## config.mk

```make
export PLATFORM = sky130hd
export DESIGN_NAME = combined_lcg_uniform_random
export DESIGN_NICKNAME = d
export VERILOG_FILES = /design/src/hdl/clug_pkg.sv /design/src/hdl/combined_lcg_uniform_random.sv /design/src/hdl/clug_mul_unit.sv
export SDC_FILE = /design/constraint.sdc
export NUM_CORES = 2
export LEC_CHECK = 0
export BUFFER_PORTS_ARGS = -buffer_cell sky130_fd_sc_hd__buf_2
export CAP_MARGIN = 0
export CORE_MARGIN = 3
export CORE_UTILIZATION = 55
export CTS_CLUSTER_DIAMETER = 30
export DETAILED_ROUTE_END_ITERATION = 10
export PLACE_DENSITY_LB_ADDON = 0.15
export SYNTH_ARGS = -nofsm -noshare
export SYNTH_HDL_FRONTEND = slang
export SYNTH_SLANG_ARGS = --single-unit
```

## constraint.sdc

```tcl
create_clock -name clk -period 11 [get_ports clk]
set_input_delay 2.2 -clock clk [delete_from_list [all_inputs] [get_ports clk]]
set_output_delay 2.2 -clock clk [all_outputs]
set_load 0.01 [all_outputs]
```

## src/hdl/clug_pkg.sv

```systemverilog
// ----------------------------------------------------------------------------
// clug_pkg
// Shared types and constants for the combined LCG uniform random block.
// ----------------------------------------------------------------------------
package clug_pkg;

  localparam int unsigned WORD_W   = 32;
  localparam int unsigned CFG_IDX_W = 3;
  localparam int unsigned FRAC_SHIFT = 8;

  // register indexes
  localparam logic [CFG_IDX_W-1:0] REG_KIND      = 3'd0;
  localparam logic [CFG_IDX_W-1:0] REG_MAIN_MUL  = 3'd1;
  localparam logic [CFG_IDX_W-1:0] REG_MAIN_INC  = 3'd2;
  localparam logic [CFG_IDX_W-1:0] REG_SEC_MUL   = 3'd3;
  localparam logic [CFG_IDX_W-1:0] REG_SEC_INC   = 3'd4;
  localparam logic [CFG_IDX_W-1:0] REG_MAIN_SEED = 3'd5;
  localparam logic [CFG_IDX_W-1:0] REG_SEC_SEED  = 3'd6;
  localparam logic [CFG_IDX_W-1:0] REG_SKIP_SEED = 3'd7;

  localparam logic KIND_COMBINED = 1'b0;
  localparam logic KIND_SINGLE   = 1'b1;

  // reset values
  localparam logic [WORD_W-1:0] RST_MAIN_MUL  = 32'd1664525;
  localparam logic [WORD_W-1:0] RST_MAIN_INC  = 32'd1013904223;
  localparam logic [WORD_W-1:0] RST_SEC_MUL   = 32'd69069;
  localparam logic [WORD_W-1:0] RST_SEC_INC   = 32'd3;
  localparam logic [WORD_W-1:0] RST_MAIN_SEED = 32'd0;
  localparam logic [WORD_W-1:0] RST_SEC_SEED  = 32'd1;
  localparam logic [WORD_W-1:0] RST_SKIP_SEED = 32'd1;

  // request to the shared multiply-add unit
  typedef struct packed {
    logic              issue;
    logic [WORD_W-1:0] value;
    logic [WORD_W-1:0] mult;
    logic [WORD_W-1:0] incr;
  } mul_req_t;

  typedef enum logic [4:0] {
    S_IDLE = 5'b00001,
    S_SEC0 = 5'b00010,
    S_MAIN1 = 5'b00100,
    S_SEC1 = 5'b01000,
    S_FIN  = 5'b10000
  } state_t;

  // combined-mode part: (diff >> 8) | 1, moved back into the top 24 bits
  function automatic logic [WORD_W-1:0] frac24(input logic [WORD_W-1:0] diff);
    return {diff[WORD_W-1:FRAC_SHIFT+1], 1'b1, {FRAC_SHIFT{1'b0}}};
  endfunction

endpackage

```

## src/hdl/combined_lcg_uniform_random.sv

```systemverilog
// ----------------------------------------------------------------------------
// combined_lcg_uniform_random
// Complex uniform random pair generator, one or two 32-bit LCGs on one
// shared multiplier.
// ----------------------------------------------------------------------------
// Sequence: an accepted request passes S_SEC0, S_MAIN1, S_SEC1 and S_FIN, where
//   the result beat is loaded; in_ready is high only in S_IDLE. Four LCG steps go one
//   after another through the single multiply-add unit (two of them idle in single mode).
// Reset: synchronous, active low; config registers take their reset values and
//   generator state loads from the seed reset values. No clearing pass.
module combined_lcg_uniform_random (
  input  logic                               clk,
  input  logic                               rst_n,
  input  logic                               cfg_we,
  input  logic [clug_pkg::CFG_IDX_W-1:0]     cfg_index,
  input  logic [clug_pkg::WORD_W-1:0]        cfg_wdata,
  input  logic                               in_valid,
  output logic                               in_ready,
  input  logic                               in_last_of_vector,
  output logic                               out_valid,
  input  logic                               out_ready,
  output logic [clug_pkg::WORD_W-1:0]        out_real_fraction,
  output logic [clug_pkg::WORD_W-1:0]        out_imag_fraction,
  output logic                               out_last_out
);
  import clug_pkg::*;

  logic              kind_r;
  logic [WORD_W-1:0] main_mul_r, main_inc_r, sec_mul_r, sec_inc_r;
  logic [WORD_W-1:0] main_r, sec_r, skip_r;
  logic [WORD_W-1:0] sec_nxt, skip_nxt;
  logic [WORD_W-1:0] real_r, part;
  logic              last_r;
  logic [WORD_W-1:0] out_real_r, out_imag_r;
  logic              out_last_r, out_valid_r;
  state_t            state_r, state_nxt;
  mul_req_t          req;
  logic [WORD_W-1:0] mul_res;
  logic              accept, fin_go;

  clug_mul_unit u_mul (
    .clk    (clk),
    .req    (req),
    .result (mul_res)
  );

  assign in_ready = (state_r == S_IDLE);
  assign accept   = in_valid && in_ready;
  assign fin_go   = (state_r == S_FIN) && (!out_valid_r || out_ready);

  // issue main steps on accept and in MAIN1, second steps in SEC0/SEC1 in combined mode
  always_comb begin
    req.issue = 1'b0;
    req.value = main_r;
    req.mult  = main_mul_r;
    req.incr  = main_inc_r;
    unique case (state_r)
      S_IDLE:  req.issue = accept;
      S_MAIN1: req.issue = 1'b1;
      S_SEC0, S_SEC1: begin
        req.issue = (kind_r == KIND_COMBINED);
        req.value = sec_r;
        req.mult  = sec_mul_r;
        req.incr  = sec_inc_r;
      end
      S_FIN: req.issue = 1'b0;
      default: req.issue = 1'b0;
    endcase
  end

  // skip marker check on the freshly stepped second generator, and the output part
  always_comb begin
    if (mul_res == skip_r) begin
      sec_nxt  = mul_res + WORD_W'(1);
      skip_nxt = skip_r + WORD_W'(1);
    end else begin
      sec_nxt  = mul_res;
      skip_nxt = skip_r;
    end
    part = (kind_r == KIND_SINGLE) ? main_r : frac24(main_r - mul_res);
  end

  always_comb begin
    state_nxt = state_r;
    unique case (state_r)
      S_IDLE:  if (accept) state_nxt = S_SEC0;
      S_SEC0:  state_nxt = S_MAIN1;
      S_MAIN1: state_nxt = S_SEC1;
      S_SEC1:  state_nxt = S_FIN;
      S_FIN:   if (fin_go) state_nxt = S_IDLE;
      default: state_nxt = S_IDLE;
    endcase
  end

  always_ff @(posedge clk) begin
    if (!rst_n) begin
      state_r     <= S_IDLE;
      out_valid_r <= 1'b0;
      kind_r      <= KIND_COMBINED;
      main_mul_r  <= RST_MAIN_MUL;
      main_inc_r  <= RST_MAIN_INC;
      sec_mul_r   <= RST_SEC_MUL;
      sec_inc_r   <= RST_SEC_INC;
      main_r      <= RST_MAIN_SEED;
      sec_r       <= RST_SEC_SEED;
      skip_r      <= RST_SKIP_SEED;
    end else begin
      state_r <= state_nxt;
      if (fin_go) begin
        out_valid_r <= 1'b1;
      end else if (out_ready) begin
        out_valid_r <= 1'b0;
      end

      // main result lands the cycle after each main issue
      if (state_r == S_SEC0 || state_r == S_SEC1) begin
        main_r <= mul_res;
      end
      if (kind_r == KIND_COMBINED && (state_r == S_MAIN1 || fin_go)) begin
        sec_r  <= sec_nxt;
        skip_r <= skip_nxt;
      end

      // seed writes reload the generator state at once
      if (cfg_we) begin
        unique case (cfg_index)
          REG_KIND:      kind_r     <= cfg_wdata[0];
          REG_MAIN_MUL:  main_mul_r <= cfg_wdata;
          REG_MAIN_INC:  main_inc_r <= cfg_wdata;
          REG_SEC_MUL:   sec_mul_r  <= cfg_wdata;
          REG_SEC_INC:   sec_inc_r  <= cfg_wdata;
          REG_MAIN_SEED: main_r     <= cfg_wdata;
          REG_SEC_SEED:  sec_r      <= cfg_wdata;
          REG_SKIP_SEED: skip_r     <= cfg_wdata;
          default: ;
        endcase
      end
    end
  end

  // payload
  always_ff @(posedge clk) begin
    if (accept) begin
      last_r <= in_last_of_vector;
    end
    if (state_r == S_MAIN1) begin
      real_r <= part;
    end
    if (fin_go) begin
      out_real_r <= real_r;
      out_imag_r <= part;
      out_last_r <= last_r;
    end
  end

  assign out_valid         = out_valid_r;
  assign out_real_fraction = out_real_r;
  assign out_imag_fraction = out_imag_r;
  assign out_last_out      = out_last_r;

  a_single_holds_second: assert property (@(posedge clk) disable iff (!rst_n)
    (kind_r == KIND_SINGLE && !cfg_we) |=> ($stable(sec_r) && $stable(skip_r)))
    else $error("second generator moved in single mode");

  a_accept_starts: assert property (@(posedge clk) disable iff (!rst_n)
    accept |=> (state_r == S_SEC0))
    else $error("accepted beat did not start the sequence");

  a_out_from_fin: assert property (@(posedge clk) disable iff (!rst_n)
    $rose(out_valid_r) |-> $past(state_r == S_FIN))
    else $error("result beat raised outside the final step");

endmodule

```

## src/hdl/clug_mul_unit.sv

```systemverilog
// ----------------------------------------------------------------------------
// clug_mul_unit
// Shared LCG step unit: registered 32x32 low product, then add increment.
// ----------------------------------------------------------------------------
module clug_mul_unit (
  input  logic                     clk,
  input  clug_pkg::mul_req_t       req,
  output logic [clug_pkg::WORD_W-1:0] result
);
  import clug_pkg::*;

  logic [WORD_W-1:0] prod_r;
  logic [WORD_W-1:0] incr_r;
  logic [WORD_W-1:0] prod_full;

  // only the low word of the product is needed (mod 2^32)
  assign prod_full = req.value * req.mult;

  // holds its operands until the next issue, so a stalled sequencer sees a stable result
  always_ff @(posedge clk) begin
    if (req.issue) begin
      prod_r <= prod_full;
      incr_r <= req.incr;
    end
  end

  assign result = prod_r + incr_r;

endmodule

```

Yosys cells after proc, flatten, opt, wreduce, memory -nomap -nowiden
Cells that the tools add are included.
{"block": "word_totals", "mem_count": 0, "romBits": 0, "inputBits": 41, "output_inout_bits": 67, "ramBits": 0, "regBits": 393, "latchBits": 0}
{"block": "classes", "reduce_logical": 16, "n_eq_ne": 15, "shifts": 0, "n_mux": 19, "bitwise_logic": 1, "add_sub_neg": 4, "n_lt_le_gt_ge": 0, "n_mul": 1, "div_mod_pow": 0}
{"operator": "$mux 32", "count": 12}
{"operator": "$mux 96", "count": 1}
{"operator": "$add 32x1->32 const B", "count": 2}
{"operator": "$add 32x32->32", "count": 1}
{"operator": "$eq 32x32->1", "count": 1}
{"operator": "$mul 32x32->32", "count": 1}
{"operator": "$sub 32x32->32", "count": 1}
{"operator": "$pmux 5 s5", "count": 1}
{"operator": "$eq 3x3->1 const B", "count": 4}
{"operator": "$reduce_and 2->1", "count": 6}
{"operator": "$mux 5", "count": 2}
{"operator": "$eq 3x2->1 const B", "count": 2}
{"operator": "$eq 5x1->1 const B", "count": 1}
{"operator": "$eq 5x2->1 const B", "count": 1}
{"operator": "$eq 5x3->1 const B", "count": 1}
{"operator": "$eq 5x4->1 const B", "count": 1}
{"operator": "$eq 5x5->1 const B", "count": 1}
{"operator": "$eq 3x1->1 const B", "count": 1}
{"operator": "$logic_and 1x1->1", "count": 3}
{"operator": "$logic_not 3->1", "count": 1}
{"operator": "$logic_or 1x1->1", "count": 3}
{"operator": "$pmux 1 s3", "count": 1}
{"operator": "$mux 1", "count": 2}
{"operator": "$ne 2x1->1 const B", "count": 1}
{"operator": "5 further kinds", "count": 5}

Depth between registers and ports, before layout
{"block": "logic_depth", "ltp_word": 8, "ltp_mapped": 37, "depth_no_buf": 29}

Hierarchy
Synthesis repeated with hierarchy kept, for this count alone.
{"block": "hier_totals", "hier_cells": 3965, "area_unflattened_um2": 34819.6}
{"mod": "clug_mul_unit", "instances": 1, "cells_per_inst": 1994, "area_each_um2": 18943.2}
{"mod": "combined_lcg_uniform_random", "instances": 1, "cells_per_inst": 1971, "area_each_um2": 15876.5}

Least setup slack after synthesis
OpenSTA, ideal clock, no wires.
{"block": "synth_path", "kind": "register -> register", "from": "reg state_r[3]", "to": "reg u_mul.prod_r[31] (data pin)", "path_slack_ns": 1.697, "path_buffers": 8, "t_required_ns": 10.739, "arrival_time_ns": 9.041, "period_less_slack_ns": 9.303, "stages_incl_launch_ff": 38, "cell_sequence": "dfxtp_1 -> clkbuf_1 -> xnor2_1 -> or4_1 -> clkbuf_1 -> buf_1 -> clkbuf_1 -> buf_1 -> clkbuf_1 -> clkbuf_1 -> buf_1 -> nand2_1 -> nand2_1 -> nand2_1 -> fa_1 -> inv_1 -> fa_1 -> fa_1 -> [2 not listed] -> inv_1 -> ha_1 -> ha_1 -> fa_1 -> fa_1 -> ha_1 -> o21a_1 -> o21a_1 -> o21ai_0 -> a21oi_1 -> nand2_1 -> a31oi_1 -> nor2_1 -> o21a_1 -> a221o_1 -> o21a_1 -> o21ai_0 -> xnor2_1"}
{"block": "synth_via", "elab_chain_cells": 4, "elab_cells_between_ends": 5, "classes_between": "mul (1); eq/ne (2); mux (1); reduce/logical (1)"}
{"item": "start, declared", "line_no": "combined_lcg_uniform_random.sv:36", "text": "state_t state_r, state_nxt;"}
{"item": "start signal, assigned", "line_no": "combined_lcg_uniform_random.sv:108", "text": "state_r <= state_nxt;"}
{"item": "$eq 5x2->1 or $eq 5x4->1 (tied branches)", "line_no": "combined_lcg_uniform_random.sv:57", "text": "unique case (state_r)"}
{"item": "$reduce_or 2->1 *", "line_no": "combined_lcg_uniform_random.sv:57"}
{"item": "$mux 96 *", "line_no": "combined_lcg_uniform_random.sv:57"}
{"item": "$mul 32x32->32 *", "line_no": "clug_mul_unit.sv:17", "text": "assign prod_full = req.value * req.mult;"}
{"item": "via u_mul.prod_full[31]", "line_no": "clug_mul_unit.sv:14", "text": "logic [WORD_W-1:0] prod_full;"}
{"item": "end signal, assigned", "line_no": "clug_mul_unit.sv:22", "text": "prod_r <= prod_full;"}
{"item": "end, declared", "line_no": "clug_mul_unit.sv:12", "text": "logic [WORD_W-1:0] prod_r;"}
The timed path passes the listed nets; every way through them passes the cells marked *.
A chain may end at the register's enable or synchronous reset.

Worst setup path in the final report
Ends and elaborated chain as after synthesis.

==> impl_metrics.env <==
export IMPL_ys_async_sr_fraction=0
export IMPL_ys_seq_area_frac=0.272
export IMPL_drv_slew=0
export IMPL_fmax_mhz=106
export IMPL_cp_max_fo=54
export IMPL_die_w_um=258
export IMPL_antenna_found_initial=6
export IMPL_layout_drive_gt1_share=0.0895
export IMPL_hp_class="flip-flop to flip-flop"
export IMPL_die_h_um=258
export IMPL_required_ns=11.37
export IMPL_hpwlAfterDp_um=89100
export IMPL_viasPerCell=5.94
export IMPL_slew_headroom=0.0643
export IMPL_drt_total_wl_um=119000
export IMPL_status="finished, final reports clean"
export IMPL_tns_ns=0
export IMPL_port_buffers=107
export IMPL_clock_latency_ns=0.63
export IMPL_cts_setup_buffers=0
export IMPL_crit_top_cell="fa_1"
export IMPL_yosys_top_cells_count="nand2_1, nor2_1, inv_1"
export IMPL_areaGrowthSynthToFinish_pct=11.9
export IMPL_clockBufferDepth=3
export IMPL_grt_first_pass_wirelength_um=179000
export IMPL_yosysTopAreaCellShare=0.234
export IMPL_syn_cell_area_um2=34900
export IMPL_final_setup_viol_count=0
export IMPL_timing_final_crit_share=0.855
export IMPL_nNetsFinal=4749
export IMPL_tightest_slew_ns=1.38
export IMPL_synth_cell_type_count=79
export IMPL_synth_seq_cells=393
export IMPL_grt_pass1_vias=28600
export IMPL_maxCapViolCount=0
export IMPL_hold_viol=0
export IMPL_yosysWarningCount=0
export IMPL_fillers=5365
export IMPL_multiInputGateArea_um2=23200
export IMPL_synthCells=4064
export IMPL_placementRows=91
export IMPL_crit_path_top_delay_cell="mux2i_2"
export IMPL_grt_ovfl_total=0
export IMPL_synth_nets=4700
export IMPL_cts_buffers=78
export IMPL_ys_top_cells_by_area="fa_1, edfxtp_1, dfxtp_1"
export IMPL_cts_root_buf="clkbuf_16"
export IMPL_vias=29800
export IMPL_finalInstanceArea_um2=39100
export IMPL_yosysMostFrequentCell="nand2_1"
export IMPL_insertedDiodeCount=0
export IMPL_place_gp_congestion=1.03
export IMPL_synth_edf_count=162
export IMPL_coreArea_um2=62300
export IMPL_cts_num_sinks=393
export IMPL_synthFlopType="dfxtp_1"
export IMPL_fin_cells=5015
export IMPL_drtIter0Drc=3479
export IMPL_placed_cell_area_um2=36400
export IMPL_p_per_area_nw_per_um2=195
export IMPL_seqCellArea_um2=9490
export IMPL_cts_tree="built"
export IMPL_endpoint_kind="flip-flop"
export IMPL_path_buf_inv=3
export IMPL_finalPower_uw=7620
export IMPL_fin_skew_ns=0.0279
export IMPL_cp_top_family="adder cells"
export IMPL_ant_nets=0
export IMPL_holdBufCountCts=0
export IMPL_ios=108
export IMPL_htree_levels=3
export IMPL_max_vdd_ir_drop_mv=0.135
export IMPL_criticalPathCategory="flip-flop to flip-flop"
export IMPL_gr_usage_all_layers=0.361
export IMPL_rsz0062_at_grt="false"
export IMPL_grt_max_degree=99
export IMPL_syn_avg_cell_area_um2=8.60
export IMPL_crit_path_start_kind="flip-flop"
export IMPL_post_route_drc_count=0
export IMPL_slowest_delay_ns=0.91
export IMPL_first_pass_iters=6
export IMPL_die_area_um2=66600
export IMPL_dpl_cell_count=4870
export IMPL_clk_pin_slew_ns=0.06
export IMPL_power_leakage_uw=0.0170
export IMPL_synth_largest_area_cell="fa_1"
export IMPL_post_route_min_period_ns=9.40
export IMPL_cts_resized=0
export IMPL_wire_per_inst_um=23.7
export IMPL_crit_arrival_ns=9.77
export IMPL_start_util=0.561
layer usage:
| metal | part of all wire | GRT usage | vias up | routed length (µm) |
|---|---|---|---|---|
| met5 | 0.00011 | 0 | - | 13 |
| met3 | 0.12 | 0.0853 | 305 | 13800 |
| li1 | - | - | 13300 | - |
| met4 | 0.053 | 0.158 | 2 | 6280 |
| met1 | 0.41 | 0.508 | 14500 | 48600 |
| met2 | 0.42 | 0.533 | 1670 | 50400 |
layout by cell type, fill, tap and decap left out, types with 21 or more instances in the layout:
master / count
or3_1: 22
nor3_1: 58
nor4_1: 24
dfxtp_1: 230
xor2_1: 42
a31oi_1: 31
ha_1: 186
nor2_1: 439
mux2i_1: 34
xnor2_1: 132
and2_1: 40
nand3_1: 79
nor2b_1: 22
buf_2: 106
a21oi_1: 203
fa_1: 409
and3_1: 28
buf_4: 69
nand2_1: 843
edfxtp_1: 162
clkbuf_16: 79
or2_2: 21
a21o_1: 26
o211ai_1: 27
inv_1: 420
o21ai_0: 151
registers in the layout (all words and copies together) (netlist names), 32 cells and up:
signal / cells
u_mul.prod_r: 32
main_mul_r: 32
main_inc_r: 32
real_r: 32
skip_r: 32
sec_inc_r: 32
sec_r: 32
main_r: 32
out_imag_fraction: 32
sec_mul_r: 32
out_real_fraction: 32
u_mul.incr_r: 32
cell type report:
cell class / instances / share of cell area
Inverter: 422 / 0.0406
Sequential cell: 393 / 0.243
Timing Repair Buffer: 176 / 0.0273
Multi-Input combinational cell: 3042 / 0.592
Tap cell: 837 / 0.0268
Clock inverter: 48 / 0.0156
Clock buffer: 97 / 0.0546
where the power goes:
| group | internal [µW] | switching (µW) | total, µW |
|---|---|---|---|
| clock network | 1570 | 871 | 2450 |
| registers | 1720 | 98.6 | 1820 |
| logic | 1160 | 2190 | 3350 |
stage by stage:
stage          setup slack [ns]  hold WS, ns  utilization
4_1_cts                    1.73        0.415        0.628
5_1_grt                    1.21        0.416        0.628
3_3_place_gp               1.81        0.401        0.584
3_5_place_dp               1.76        0.405        0.584
2_1_floorplan              1.70        0.400            -
6_report                   1.60        0.412        0.628
logic make-up after synthesis:
group                      after synthesis  synth area share
xor gates and xnor gates               176            0.0451
buffers and inverters                  629            0.0681
AOI/OAI and AO/OA                      575             0.100
DFF                                    393             0.272
muxes                                   47            0.0135
adders and majority gates              595             0.301
and+or+nand+nor                       1649             0.201
path summary, 6_finish.rpt:
| check | startpoint | end | slack (ns) | cells past startpoint |
|---|---|---|---|---|
| hold / removal | real_r[16]$_DFFE_PP_ | out_real_fraction[16]$_DFFE_PP_ | 0.41 | 0 |
| setup reg to reg | state_r[3]$_SDFFE_PN0P_ | u_mul.prod_r[31]$_DFFE_PP_ | 1.60 | 28 |
| hold reg to reg | real_r[16]$_DFFE_PP_ | out_real_fraction[16]$_DFFE_PP_ | 0.41 | 0 |
| setup / recovery | state_r[3]$_SDFFE_PN0P_ | u_mul.prod_r[31]$_DFFE_PP_ | 1.60 | 28 |
No activity file was read; power rests on OpenSTA's default activity.
